### src/rtl/npps_pkg.sv
// shared constants and types for the non-preemptive priority scheduler
package npps_pkg;

    localparam int MAX_JOBS = 16;
    localparam int IDX_W    = $clog2(MAX_JOBS);
    localparam int CNT_W    = $clog2(MAX_JOBS + 1);

    localparam int ARR_W    = 16;
    localparam int BURST_W  = 16;
    localparam int PRIO_W   = 8;
    localparam int ID_W     = 7;
    localparam int TIME_W   = 22;

    localparam logic [TIME_W-1:0] TIME_MAX = {TIME_W{1'b1}};

    localparam logic PRIO_MODE_LARGER  = 1'b0;
    localparam logic PRIO_MODE_SMALLER = 1'b1;

    typedef struct packed {
        logic [ARR_W-1:0]   arrival;
        logic [BURST_W-1:0] burst;
        logic [PRIO_W-1:0]  prio;
    } job_entry_t;

    typedef struct packed {
        logic             wr_en;
        logic [IDX_W-1:0] wr_addr;
        job_entry_t       wr_data;
        logic [IDX_W-1:0] rd_addr;
    } mem_req_t;

    // strict priority win of a over b
    function automatic logic prio_wins(input logic [PRIO_W-1:0] a,
                                       input logic [PRIO_W-1:0] b,
                                       input logic mode);
        logic res;
        if (mode == PRIO_MODE_SMALLER)
        begin
            res = (a < b);
        end
        else
        begin
            res = (a > b);
        end
        return res;
    endfunction

endpackage

### src/rtl/npps_ifs.sv
// job and result channel interfaces
interface npps_job_if;
    logic                       valid;
    logic                       ready;
    logic [npps_pkg::ARR_W-1:0]   arrival_time;
    logic [npps_pkg::BURST_W-1:0] burst_time;
    logic [npps_pkg::PRIO_W-1:0]  job_priority;
    logic                       last_job;

    modport source (output valid, arrival_time, burst_time, job_priority, last_job,
                    input ready);
    modport sink (input valid, arrival_time, burst_time, job_priority, last_job,
                  output ready);
endinterface

interface npps_result_if;
    logic                        valid;
    logic                        ready;
    logic [npps_pkg::ID_W-1:0]   job_id;
    logic [npps_pkg::TIME_W-1:0] start_time;
    logic [npps_pkg::TIME_W-1:0] finish_time;
    logic [npps_pkg::TIME_W-1:0] turnaround_time;
    logic [npps_pkg::TIME_W-1:0] waiting_time;
    logic                        last_result;

    modport source (output valid, job_id, start_time, finish_time, turnaround_time,
                    waiting_time, last_result, input ready);
    modport sink (input valid, job_id, start_time, finish_time, turnaround_time,
                  waiting_time, last_result, output ready);
endinterface

### src/rtl/nonpreemptive_priority_scheduler_top.sv
// top level of the non-preemptive priority scheduler
// Jobs are loaded one transaction per cycle into a 16-entry job table; job ids are
// load positions from 1 and jobs past the table capacity are dropped. The transaction
// flagged last_job starts a run: for every scheduled job the block sweeps the whole
// table through the single read port of the job memory. No new job is taken during a
// run; the next set can be loaded as soon as the last result is in the output register.
// priority_mode is sampled when the run starts; with mode 0 a larger number wins, with
// mode 1 a smaller one. Ties go to the earlier arrival, then to the lower id. Start and
// finish times saturate at the top of the 22-bit range.
module nonpreemptive_priority_scheduler_top
(
    input  logic                 clk,
    input  logic                 rst_n,
    npps_job_if.sink             job,
    npps_result_if.source        result,
    input  logic                 cfg_write_en,
    input  logic                 cfg_write_data
);

    typedef enum logic [1:0] {
        ST_LOAD,
        ST_SCAN,
        ST_FINISH
    } state_t;

    localparam int IW = npps_pkg::IDX_W;
    localparam int CW = npps_pkg::CNT_W;
    localparam int TW = npps_pkg::TIME_W;

    state_t                        state_reg, state_next;
    logic                          prio_mode_reg, prio_mode_next;
    logic                          run_mode_reg, run_mode_next;
    logic [CW-1:0]                 job_count_reg, job_count_next;
    logic [npps_pkg::MAX_JOBS-1:0] done_mask_reg, done_mask_next;
    logic [TW-1:0]                 cur_time_reg, cur_time_next;
    logic [CW-1:0]                 scan_idx_reg, scan_idx_next;
    logic [CW-1:0]                 emit_cnt_reg, emit_cnt_next;
    logic                          eval_vld_reg, eval_vld_next;
    logic [IW-1:0]                 eval_idx_reg, eval_idx_next;
    logic                          first_reg, first_next;

    logic                          found_reg, found_next;
    logic [IW-1:0]                 best_idx_reg, best_idx_next;
    npps_pkg::job_entry_t          best_reg, best_next;
    logic                          mfound_reg, mfound_next;
    logic [IW-1:0]                 min_idx_reg, min_idx_next;
    npps_pkg::job_entry_t          min_reg, min_next;

    logic                          out_valid_reg, out_valid_next;
    logic [npps_pkg::ID_W-1:0]     out_id_reg, out_id_next;
    logic [TW-1:0]                 out_start_reg, out_start_next;
    logic [TW-1:0]                 out_finish_reg, out_finish_next;
    logic [TW-1:0]                 out_turn_reg, out_turn_next;
    logic [TW-1:0]                 out_wait_reg, out_wait_next;
    logic                          out_last_reg, out_last_next;

    npps_pkg::mem_req_t            mem_req;
    npps_pkg::job_entry_t          rd_data;

    logic                          job_take;
    logic                          out_free;
    logic                          issuing;
    logic                          arrived;
    logic                          sel_found;
    logic [IW-1:0]                 sel_idx;
    npps_pkg::job_entry_t          sel_job;
    logic [TW-1:0]                 start_t;
    logic [TW:0]                   finish_sum;
    logic [TW-1:0]                 finish_t;
    logic [TW-1:0]                 sel_arr_ext;
    logic                          emit_last;

    npps_job_mem u_job_mem
    (
        .clk     (clk),
        .req     (mem_req),
        .rd_data (rd_data)
    );

    assign job.ready              = (state_reg == ST_LOAD);
    assign job_take               = job.valid && job.ready;
    assign out_free               = !out_valid_reg || result.ready;
    assign issuing                = (state_reg == ST_SCAN) && (scan_idx_reg < job_count_reg);

    assign result.valid           = out_valid_reg;
    assign result.job_id          = out_id_reg;
    assign result.start_time      = out_start_reg;
    assign result.finish_time     = out_finish_reg;
    assign result.turnaround_time = out_turn_reg;
    assign result.waiting_time    = out_wait_reg;
    assign result.last_result     = out_last_reg;

    always_comb
    begin
        mem_req.wr_en           = job_take && (job_count_reg < CW'(npps_pkg::MAX_JOBS));
        mem_req.wr_addr         = job_count_reg[IW-1:0];
        mem_req.wr_data.arrival = job.arrival_time;
        mem_req.wr_data.burst   = job.burst_time;
        mem_req.wr_data.prio    = job.job_priority;
        mem_req.rd_addr         = scan_idx_reg[IW-1:0];
    end

    // selection and timing of the chosen job
    always_comb
    begin
        sel_found   = found_reg && !first_reg;
        sel_idx     = sel_found ? best_idx_reg : min_idx_reg;
        sel_job     = sel_found ? best_reg : min_reg;
        sel_arr_ext = TW'(sel_job.arrival);
        start_t     = sel_found ? cur_time_reg : sel_arr_ext;
        finish_sum  = {1'b0, start_t} + (TW + 1)'(sel_job.burst);
        finish_t    = finish_sum[TW] ? npps_pkg::TIME_MAX : finish_sum[TW-1:0];
        emit_last   = ((emit_cnt_reg + CW'(1)) == job_count_reg);
        arrived     = !first_reg && (TW'(rd_data.arrival) <= cur_time_reg);
    end

    always_comb
    begin
        state_next      = state_reg;
        prio_mode_next  = prio_mode_reg;
        run_mode_next   = run_mode_reg;
        job_count_next  = job_count_reg;
        done_mask_next  = done_mask_reg;
        cur_time_next   = cur_time_reg;
        scan_idx_next   = scan_idx_reg;
        emit_cnt_next   = emit_cnt_reg;
        eval_vld_next   = 1'b0;
        eval_idx_next   = scan_idx_reg[IW-1:0];
        first_next      = first_reg;
        found_next      = found_reg;
        best_idx_next   = best_idx_reg;
        best_next       = best_reg;
        mfound_next     = mfound_reg;
        min_idx_next    = min_idx_reg;
        min_next        = min_reg;
        out_valid_next  = out_valid_reg && !result.ready;
        out_id_next     = out_id_reg;
        out_start_next  = out_start_reg;
        out_finish_next = out_finish_reg;
        out_turn_next   = out_turn_reg;
        out_wait_next   = out_wait_reg;
        out_last_next   = out_last_reg;

        if (cfg_write_en)
        begin
            prio_mode_next = cfg_write_data;
        end

        case (state_reg)
            ST_LOAD:
            begin
                if (job_take)
                begin
                    if (mem_req.wr_en)
                    begin
                        job_count_next = job_count_reg + CW'(1);
                    end
                    if (job.last_job)
                    begin
                        state_next    = ST_SCAN;
                        run_mode_next = prio_mode_reg;
                        scan_idx_next = '0;
                        emit_cnt_next = '0;
                        first_next    = 1'b1;
                        found_next    = 1'b0;
                        mfound_next   = 1'b0;
                    end
                end
            end
            ST_SCAN:
            begin
                if (issuing)
                begin
                    eval_vld_next = 1'b1;
                    scan_idx_next = scan_idx_reg + CW'(1);
                end
                if (eval_vld_reg && !done_mask_reg[eval_idx_reg])
                begin
                    // arrived candidates
                    if (arrived && (!found_reg
                        || npps_pkg::prio_wins(rd_data.prio, best_reg.prio, run_mode_reg)
                        || ((rd_data.prio == best_reg.prio)
                            && (rd_data.arrival < best_reg.arrival))))
                    begin
                        found_next    = 1'b1;
                        best_idx_next = eval_idx_reg;
                        best_next     = rd_data;
                    end
                    // earliest pending arrival group
                    if (!mfound_reg || (rd_data.arrival < min_reg.arrival)
                        || ((rd_data.arrival == min_reg.arrival)
                            && npps_pkg::prio_wins(rd_data.prio, min_reg.prio,
                                                   run_mode_reg)))
                    begin
                        mfound_next  = 1'b1;
                        min_idx_next = eval_idx_reg;
                        min_next     = rd_data;
                    end
                end
                if (!issuing && !eval_vld_reg)
                begin
                    state_next = ST_FINISH;
                end
            end
            ST_FINISH:
            begin
                if (out_free)
                begin
                    out_valid_next  = 1'b1;
                    out_id_next     = npps_pkg::ID_W'(sel_idx) + npps_pkg::ID_W'(1);
                    out_start_next  = start_t;
                    out_finish_next = finish_t;
                    out_turn_next   = finish_t - sel_arr_ext;
                    out_wait_next   = start_t - sel_arr_ext;
                    out_last_next   = emit_last;
                    cur_time_next   = finish_t;
                    emit_cnt_next   = emit_cnt_reg + CW'(1);
                    first_next      = 1'b0;
                    found_next      = 1'b0;
                    mfound_next     = 1'b0;
                    scan_idx_next   = '0;
                    if (emit_last)
                    begin
                        state_next     = ST_LOAD;
                        job_count_next = '0;
                        done_mask_next = '0;
                    end
                    else
                    begin
                        state_next              = ST_SCAN;
                        done_mask_next[sel_idx] = 1'b1;
                    end
                end
            end
            default:
            begin
                state_next = ST_LOAD;
            end
        endcase
    end

    always_ff @(posedge clk or negedge rst_n)
    begin
        if (!rst_n)
        begin
            state_reg     <= ST_LOAD;
            prio_mode_reg <= npps_pkg::PRIO_MODE_LARGER;
            run_mode_reg  <= npps_pkg::PRIO_MODE_LARGER;
            job_count_reg <= '0;
            done_mask_reg <= '0;
            cur_time_reg  <= '0;
            scan_idx_reg  <= '0;
            emit_cnt_reg  <= '0;
            eval_vld_reg  <= 1'b0;
            first_reg     <= 1'b0;
            found_reg     <= 1'b0;
            mfound_reg    <= 1'b0;
            out_valid_reg <= 1'b0;
        end
        else
        begin
            state_reg     <= state_next;
            prio_mode_reg <= prio_mode_next;
            run_mode_reg  <= run_mode_next;
            job_count_reg <= job_count_next;
            done_mask_reg <= done_mask_next;
            cur_time_reg  <= cur_time_next;
            scan_idx_reg  <= scan_idx_next;
            emit_cnt_reg  <= emit_cnt_next;
            eval_vld_reg  <= eval_vld_next;
            first_reg     <= first_next;
            found_reg     <= found_next;
            mfound_reg    <= mfound_next;
            out_valid_reg <= out_valid_next;
        end
    end

    // payload registers
    always_ff @(posedge clk)
    begin
        eval_idx_reg   <= eval_idx_next;
        best_idx_reg   <= best_idx_next;
        best_reg       <= best_next;
        min_idx_reg    <= min_idx_next;
        min_reg        <= min_next;
        out_id_reg     <= out_id_next;
        out_start_reg  <= out_start_next;
        out_finish_reg <= out_finish_next;
        out_turn_reg   <= out_turn_next;
        out_wait_reg   <= out_wait_next;
        out_last_reg   <= out_last_next;
    end

endmodule

### src/rtl/npps_job_mem.sv
// job table memory, one write and one registered read per cycle
module npps_job_mem
(
    input  logic                 clk,
    input  npps_pkg::mem_req_t   req,
    output npps_pkg::job_entry_t rd_data
);

    npps_pkg::job_entry_t mem [npps_pkg::MAX_JOBS];

    always_ff @(posedge clk)
    begin
        if (req.wr_en)
        begin
            mem[req.wr_addr] <= req.wr_data;
        end
        rd_data <= mem[req.rd_addr];
    end

endmodule

### src/flat_wrapper.sv
// flat-port wrapper written by rule: the top's interface ports become plain ports
module nonpreemptive_priority_scheduler_top_flat 
  (clk, rst_n, cfg_write_en, cfg_write_data, job_valid, job_arrival_time, job_burst_time, job_job_priority, job_last_job, job_ready, result_valid, result_job_id, result_start_time, result_finish_time, result_turnaround_time, result_waiting_time, result_last_result, result_ready);
  npps_job_if job_i ();
  npps_result_if result_i ();
  input  logic clk;
  input  logic rst_n;
  input  logic cfg_write_en;
  input  logic cfg_write_data;
  input wire logic [$bits(job_i.valid)-1:0] job_valid;
  input wire logic [$bits(job_i.arrival_time)-1:0] job_arrival_time;
  input wire logic [$bits(job_i.burst_time)-1:0] job_burst_time;
  input wire logic [$bits(job_i.job_priority)-1:0] job_job_priority;
  input wire logic [$bits(job_i.last_job)-1:0] job_last_job;
  output wire logic [$bits(job_i.ready)-1:0] job_ready;
  output wire logic [$bits(result_i.valid)-1:0] result_valid;
  output wire logic [$bits(result_i.job_id)-1:0] result_job_id;
  output wire logic [$bits(result_i.start_time)-1:0] result_start_time;
  output wire logic [$bits(result_i.finish_time)-1:0] result_finish_time;
  output wire logic [$bits(result_i.turnaround_time)-1:0] result_turnaround_time;
  output wire logic [$bits(result_i.waiting_time)-1:0] result_waiting_time;
  output wire logic [$bits(result_i.last_result)-1:0] result_last_result;
  input wire logic [$bits(result_i.ready)-1:0] result_ready;
  assign job_i.valid = job_valid;
  assign job_i.arrival_time = job_arrival_time;
  assign job_i.burst_time = job_burst_time;
  assign job_i.job_priority = job_job_priority;
  assign job_i.last_job = job_last_job;
  assign job_ready = job_i.ready;
  assign result_valid = result_i.valid;
  assign result_job_id = result_i.job_id;
  assign result_start_time = result_i.start_time;
  assign result_finish_time = result_i.finish_time;
  assign result_turnaround_time = result_i.turnaround_time;
  assign result_waiting_time = result_i.waiting_time;
  assign result_last_result = result_i.last_result;
  assign result_i.ready = result_ready;
  nonpreemptive_priority_scheduler_top u_core (.clk(clk), .rst_n(rst_n), .job(job_i), .result(result_i), .cfg_write_en(cfg_write_en), .cfg_write_data(cfg_write_data));
endmodule
### config.mk
export PLATFORM = sky130hd
export DESIGN_NAME = nonpreemptive_priority_scheduler_top_flat
export DESIGN_NICKNAME = d
export VERILOG_FILES = /design/src/rtl/npps_pkg.sv /design/src/rtl/npps_ifs.sv /design/src/rtl/nonpreemptive_priority_scheduler_top.sv /design/src/rtl/npps_job_mem.sv /design/src/flat_wrapper.sv
export SDC_FILE = /design/constraint.sdc
export NUM_CORES = 1
export LEC_CHECK = 0
export BUFFER_PORTS_ARGS = -buffer_cell sky130_fd_sc_hd__buf_4
export CORE_MARGIN = 4
export CORE_UTILIZATION = 62
export CTS_CLUSTER_SIZE = 28
export DETAILED_ROUTE_END_ITERATION = 8
export PLACE_DENSITY = 0.9
export SYNTH_ARGS = -nofsm -noshare
export SYNTH_HDL_FRONTEND = slang
export SYNTH_HIERARCHICAL = 1
export SYNTH_SLANG_ARGS = --single-unit
### constraint.sdc
create_clock -name clk -period 12.5 [get_ports clk]
set_input_delay 0 -clock clk [delete_from_list [all_inputs] [get_ports clk]]
set_output_delay 0 -clock clk [all_outputs]
set_load 0.1 [all_outputs]
==> impl_metrics.py <==
metrics = {
    "global_route": {
        "grt_max_degree": 127,
        "grt_overflow": 0,
        "grt_pass1_vias": 22700,
        "antenna_found_initial": 2,
        "grt_usage": 0.279,
        "grt_pass1_wl_mm": 139,
    },
    "worst_setup_path": {
        "end_kind": "flip-flop",
        "path_cells": "nor2b_4 -> buf_4 -> nor2_1 -> a21o_1 -> ha_1 -> and2_1 -> a2111oi_0 -> nand2_1 -> o21ai_0 -> or2_2 -> nand2_1 -> ha_1 -> a21oi_1 -> o21ai_0 -> o31ai_1 -> a21oi_1 -> and4_1 -> o31ai_1 -> nand2_1 -> nor3_2 -> xor2_1",
        "cp-start-kind": "flip-flop",
        "cpPeakStageDelay_ns": 0.71,
        "critical_path.endpoint": "u_core/result.turnaround_time[20]",
        "r2r_end": "u_core/result.turnaround_time[20]",
        "worstReg2RegStart": "u_core/found_reg",
        "arrival_ns": 6.71,
        "cp_max_fo": 56,
        "reg2reg_slack_ns": 6.18,
        "reg2regPathDepth": 21,
        "cp_num_buf_inv": 1,
        "worstSetupPathType": "flip-flop to flip-flop",
        "path_common_cell": "nand2_1",
        "crit_family": "compound AO/OA/AOI/OAI gates",
        "required_ns": 12.89,
        "critPathLaunch": "u_core/found_reg",
        "worst-path-stages": 21,
        "slowest_stage": "a2111oi_0",
    },
    "cts": {
        "clk_pin_slew_ns": 0.06,
        "cts_tree": "done",
        "cts_resized": 0,
        "insertion_delay_ns": 0.65,
        "cts_max_level": 3,
        "cts_buffers": 90,
        "cts.sinks": 928,
        "postCtsSetupBuffers": 0,
        "clock_tree.root_cell": "clkbuf_16",
        "cts_buffer_depth": 3,
    },
    "pwr": {
        "power_density_nw_per_um2": 251,
        "p_int_mw": 7.10,
        "seq_power_share": 0.378,
        "switchingPower_mw": 3.87,
        "ir_drop_uv": 208,
        "combPwrFrac": 0.377,
        "p_leak_nw": 15.8,
        "total_power_mw": 11.0,
        "p_clk_frac": 0.245,
        "swShare": 0.353,
    },
    "cells_and_area": {
        "top_register": "u_core/u_job_mem/mem",
        "largest_reg_flops": 640,
        "fillCellCount": 3412,
        "syn2layout_area_growth_pct": 14.0,
        "final_nets": 2621,
        "final_cell_mix": "edfxtp_1 (822), nand2_1 (184), buf_4 (169)",
        "drive_above_1_share": 0.183,
        "final_common_cell": "edfxtp_1",
        "final_area_um2": 43600,
    },
    "timing": {
        "worst_pin_slew_ns": 1.19,
        "fin_skew_ns": 0.0318,
        "period_needed_ns": 6.32,
        "period_share": 0.505,
        "setup_tns_ns": 0,
        "setup_viol": 0,
        "hold_violations": 0,
        "drv_slew": 0,
        "grt_setup_unrepaired": "no",
        "max_clock_freq_mhz": 158,
        "slew_headroom": 0.207,
        "setup_slack_ns": 6.18,
    },
    "detailed_routing": {
        "drtIter0Drc": 2773,
        "vias_per_cell": 6.67,
        "num_vias": 22100,
        "wl_per_cell_um": 28.1,
        "dr.pass1.iters": 6,
        "wirelength_mm": 92.9,
        "detail-route-antenna-nets": 0,
        "drc_errors": 0,
    },
    "floorplanning": {
        "die_x_um": 257,
        "coreArea_um2": 60700,
        "placementRows": 90,
        "dieArea_um2": 65800,
        "initial_utilization": 0.631,
        "io_pins": 145,
        "die_h_um": 257,
    },
    "hold_path": {
        "worstHoldPathCells": 3,
        "hold_class": "primary input to flip-flop",
    },
    "synth": {
        "ys_warn_count": 6,
        "synth_top_area_share": 0.645,
        "syn_avg_cell_area_um2": 17.3,
        "synth.distinct_cells": 76,
        "synth_ff_type": "edfxtp_1",
        "synthesis.area_um2": 38300,
        "syn_inst": 2214,
        "synth_edf_count": 822,
        "ys_ff_latch": 928,
        "yosys.area.top_type": "edfxtp_1",
        "ys_seq_area_frac": 0.708,
        "synth-async-reset-ratio": 0.0668,
        "synth_area_leaders": "edfxtp_1 (64%), mux4_2 (6.2%), mux4_1 (4.1%)",
    },
    "placement": {
        "dp_slack_ns": 6.30,
        "gp_congestion": 0.920,
        "port_buffers": 142,
        "placed_cell_area_um2": 40200,
        "place_hpwl_mm": 50.4,
    },
    "outcome": {
        "run_status": "finished, final reports clean",
    },
    "flow_run": {
        "maxCapViolations": 0,
    },
}
[power groups by stage]
stage / combinational [mW] / clock, mW / sequential [mW]
finish: 4.14 / 2.69 / 4.14
global route: 4.47 / 2.86 / 4.16
CTS: 4.08 / 2.72 / 4.14
detailed placement: 3.97 / 0 / 4.20
global placement: 3.74 / 0 / 4.18
floorplan: 3.07 / 0 / 4.08
[synthesized netlist by cell type, types with 14 or more instances]
| cell type | count |
|---|---|
| a21o_1 | 35 |
| a21oi_1 | 54 |
| a22oi_1 | 80 |
| a31oi_1 | 24 |
| buf_2 | 14 |
| clkbuf_1 | 43 |
| dfrtp_1 | 62 |
| dfxtp_1 | 44 |
| edfxtp_1 | 822 |
| ha_1 | 122 |
| inv_1 | 95 |
| mux4_1 | 60 |
| mux4_2 | 105 |
| nand2_1 | 184 |
| nand2b_1 | 16 |
| nand3_1 | 21 |
| nand4_1 | 14 |
| nor2_1 | 90 |
| nor2b_1 | 23 |
| nor3_1 | 22 |
| o21ai_0 | 70 |
| xnor2_1 | 36 |
| xor2_1 | 22 |
[layer usage]
metal,up-vias,part of all wire,track usage
met2,1485,0.50,0.476
li1,9216,-,-
met5,-,0.00017,0
met1,11100,0.36,0.363
met3,305,0.096,0.0463
met4,2,0.045,0.117
[worst min-delay path by stage]
stage	from	endpoint	slack, ns
floorplan	rst_n	u_core/cur_time_reg[0]	-0.30
global placement	rst_n	u_core/result.valid	0.13
detailed placement	rst_n	u_core/done_mask_reg[1]	0.14
CTS	cfg_write_en	u_core/prio_mode_reg	0.1
global route	cfg_write_en	u_core/prio_mode_reg	0.13
finish	cfg_write_en	u_core/prio_mode_reg	0.13
[kinds of logic (layout without fill, tap and decap cells)]
kind of cell / Yosys count / after routing / share of synthesized area
flip-flops: 928 / 928 / 0.708
AND/OR/NAND/NOR: 412 / 412 / 0.0490
AO/OA/AOI/OAI: 343 / 343 / 0.0600
multiplexers: 175 / 175 / 0.106
buffers and inverters: 172 / 483 / 0.0224
adder cells (fa/ha/maj): 125 / 125 / 0.0414
XOR/XNOR: 58 / 58 / 0.0133
other: 1 / 3 / 0.0000979
[tightest hold or removal path, delay by kind of cell]
family	cells	cell delay, ns
buffers and inverters	2	0.61
muxes	1	0.13
[stage by stage]
stage / std cells / utilization / hold slack [ns]
5_1_grt: 3308 / 0.719 / 0.128
3_3_place_gp: 3090 / 0.663 / 0.127
2_1_floorplan: 2215 / - / -0.296
3_5_place_dp: 3090 / 0.663 / 0.143
4_1_cts: 3308 / 0.719 / 0.0955
6_report: 3309 / 0.719 / 0.127
[area by class of cell]
class,instances,area [µm²],share of cell area
timing repair buffer,219,1780,0.0408
sequential,928,27100,0.621
clock inverter,50,442,0.0101
inverter,95,359,0.00823
tap,782,978,0.0224
antenna,1,2.50,0.0000573
multi-input combinational,1115,10500,0.240
clock buffer,119,2480,0.0569
[what timing repair did]
item / CTS / global route
hold endpoints to repair: 715 / 0
endpoints found under the setup margin: 0 / 0
hold buffers: 49 / 0
(Power assumes the default switching activity.)
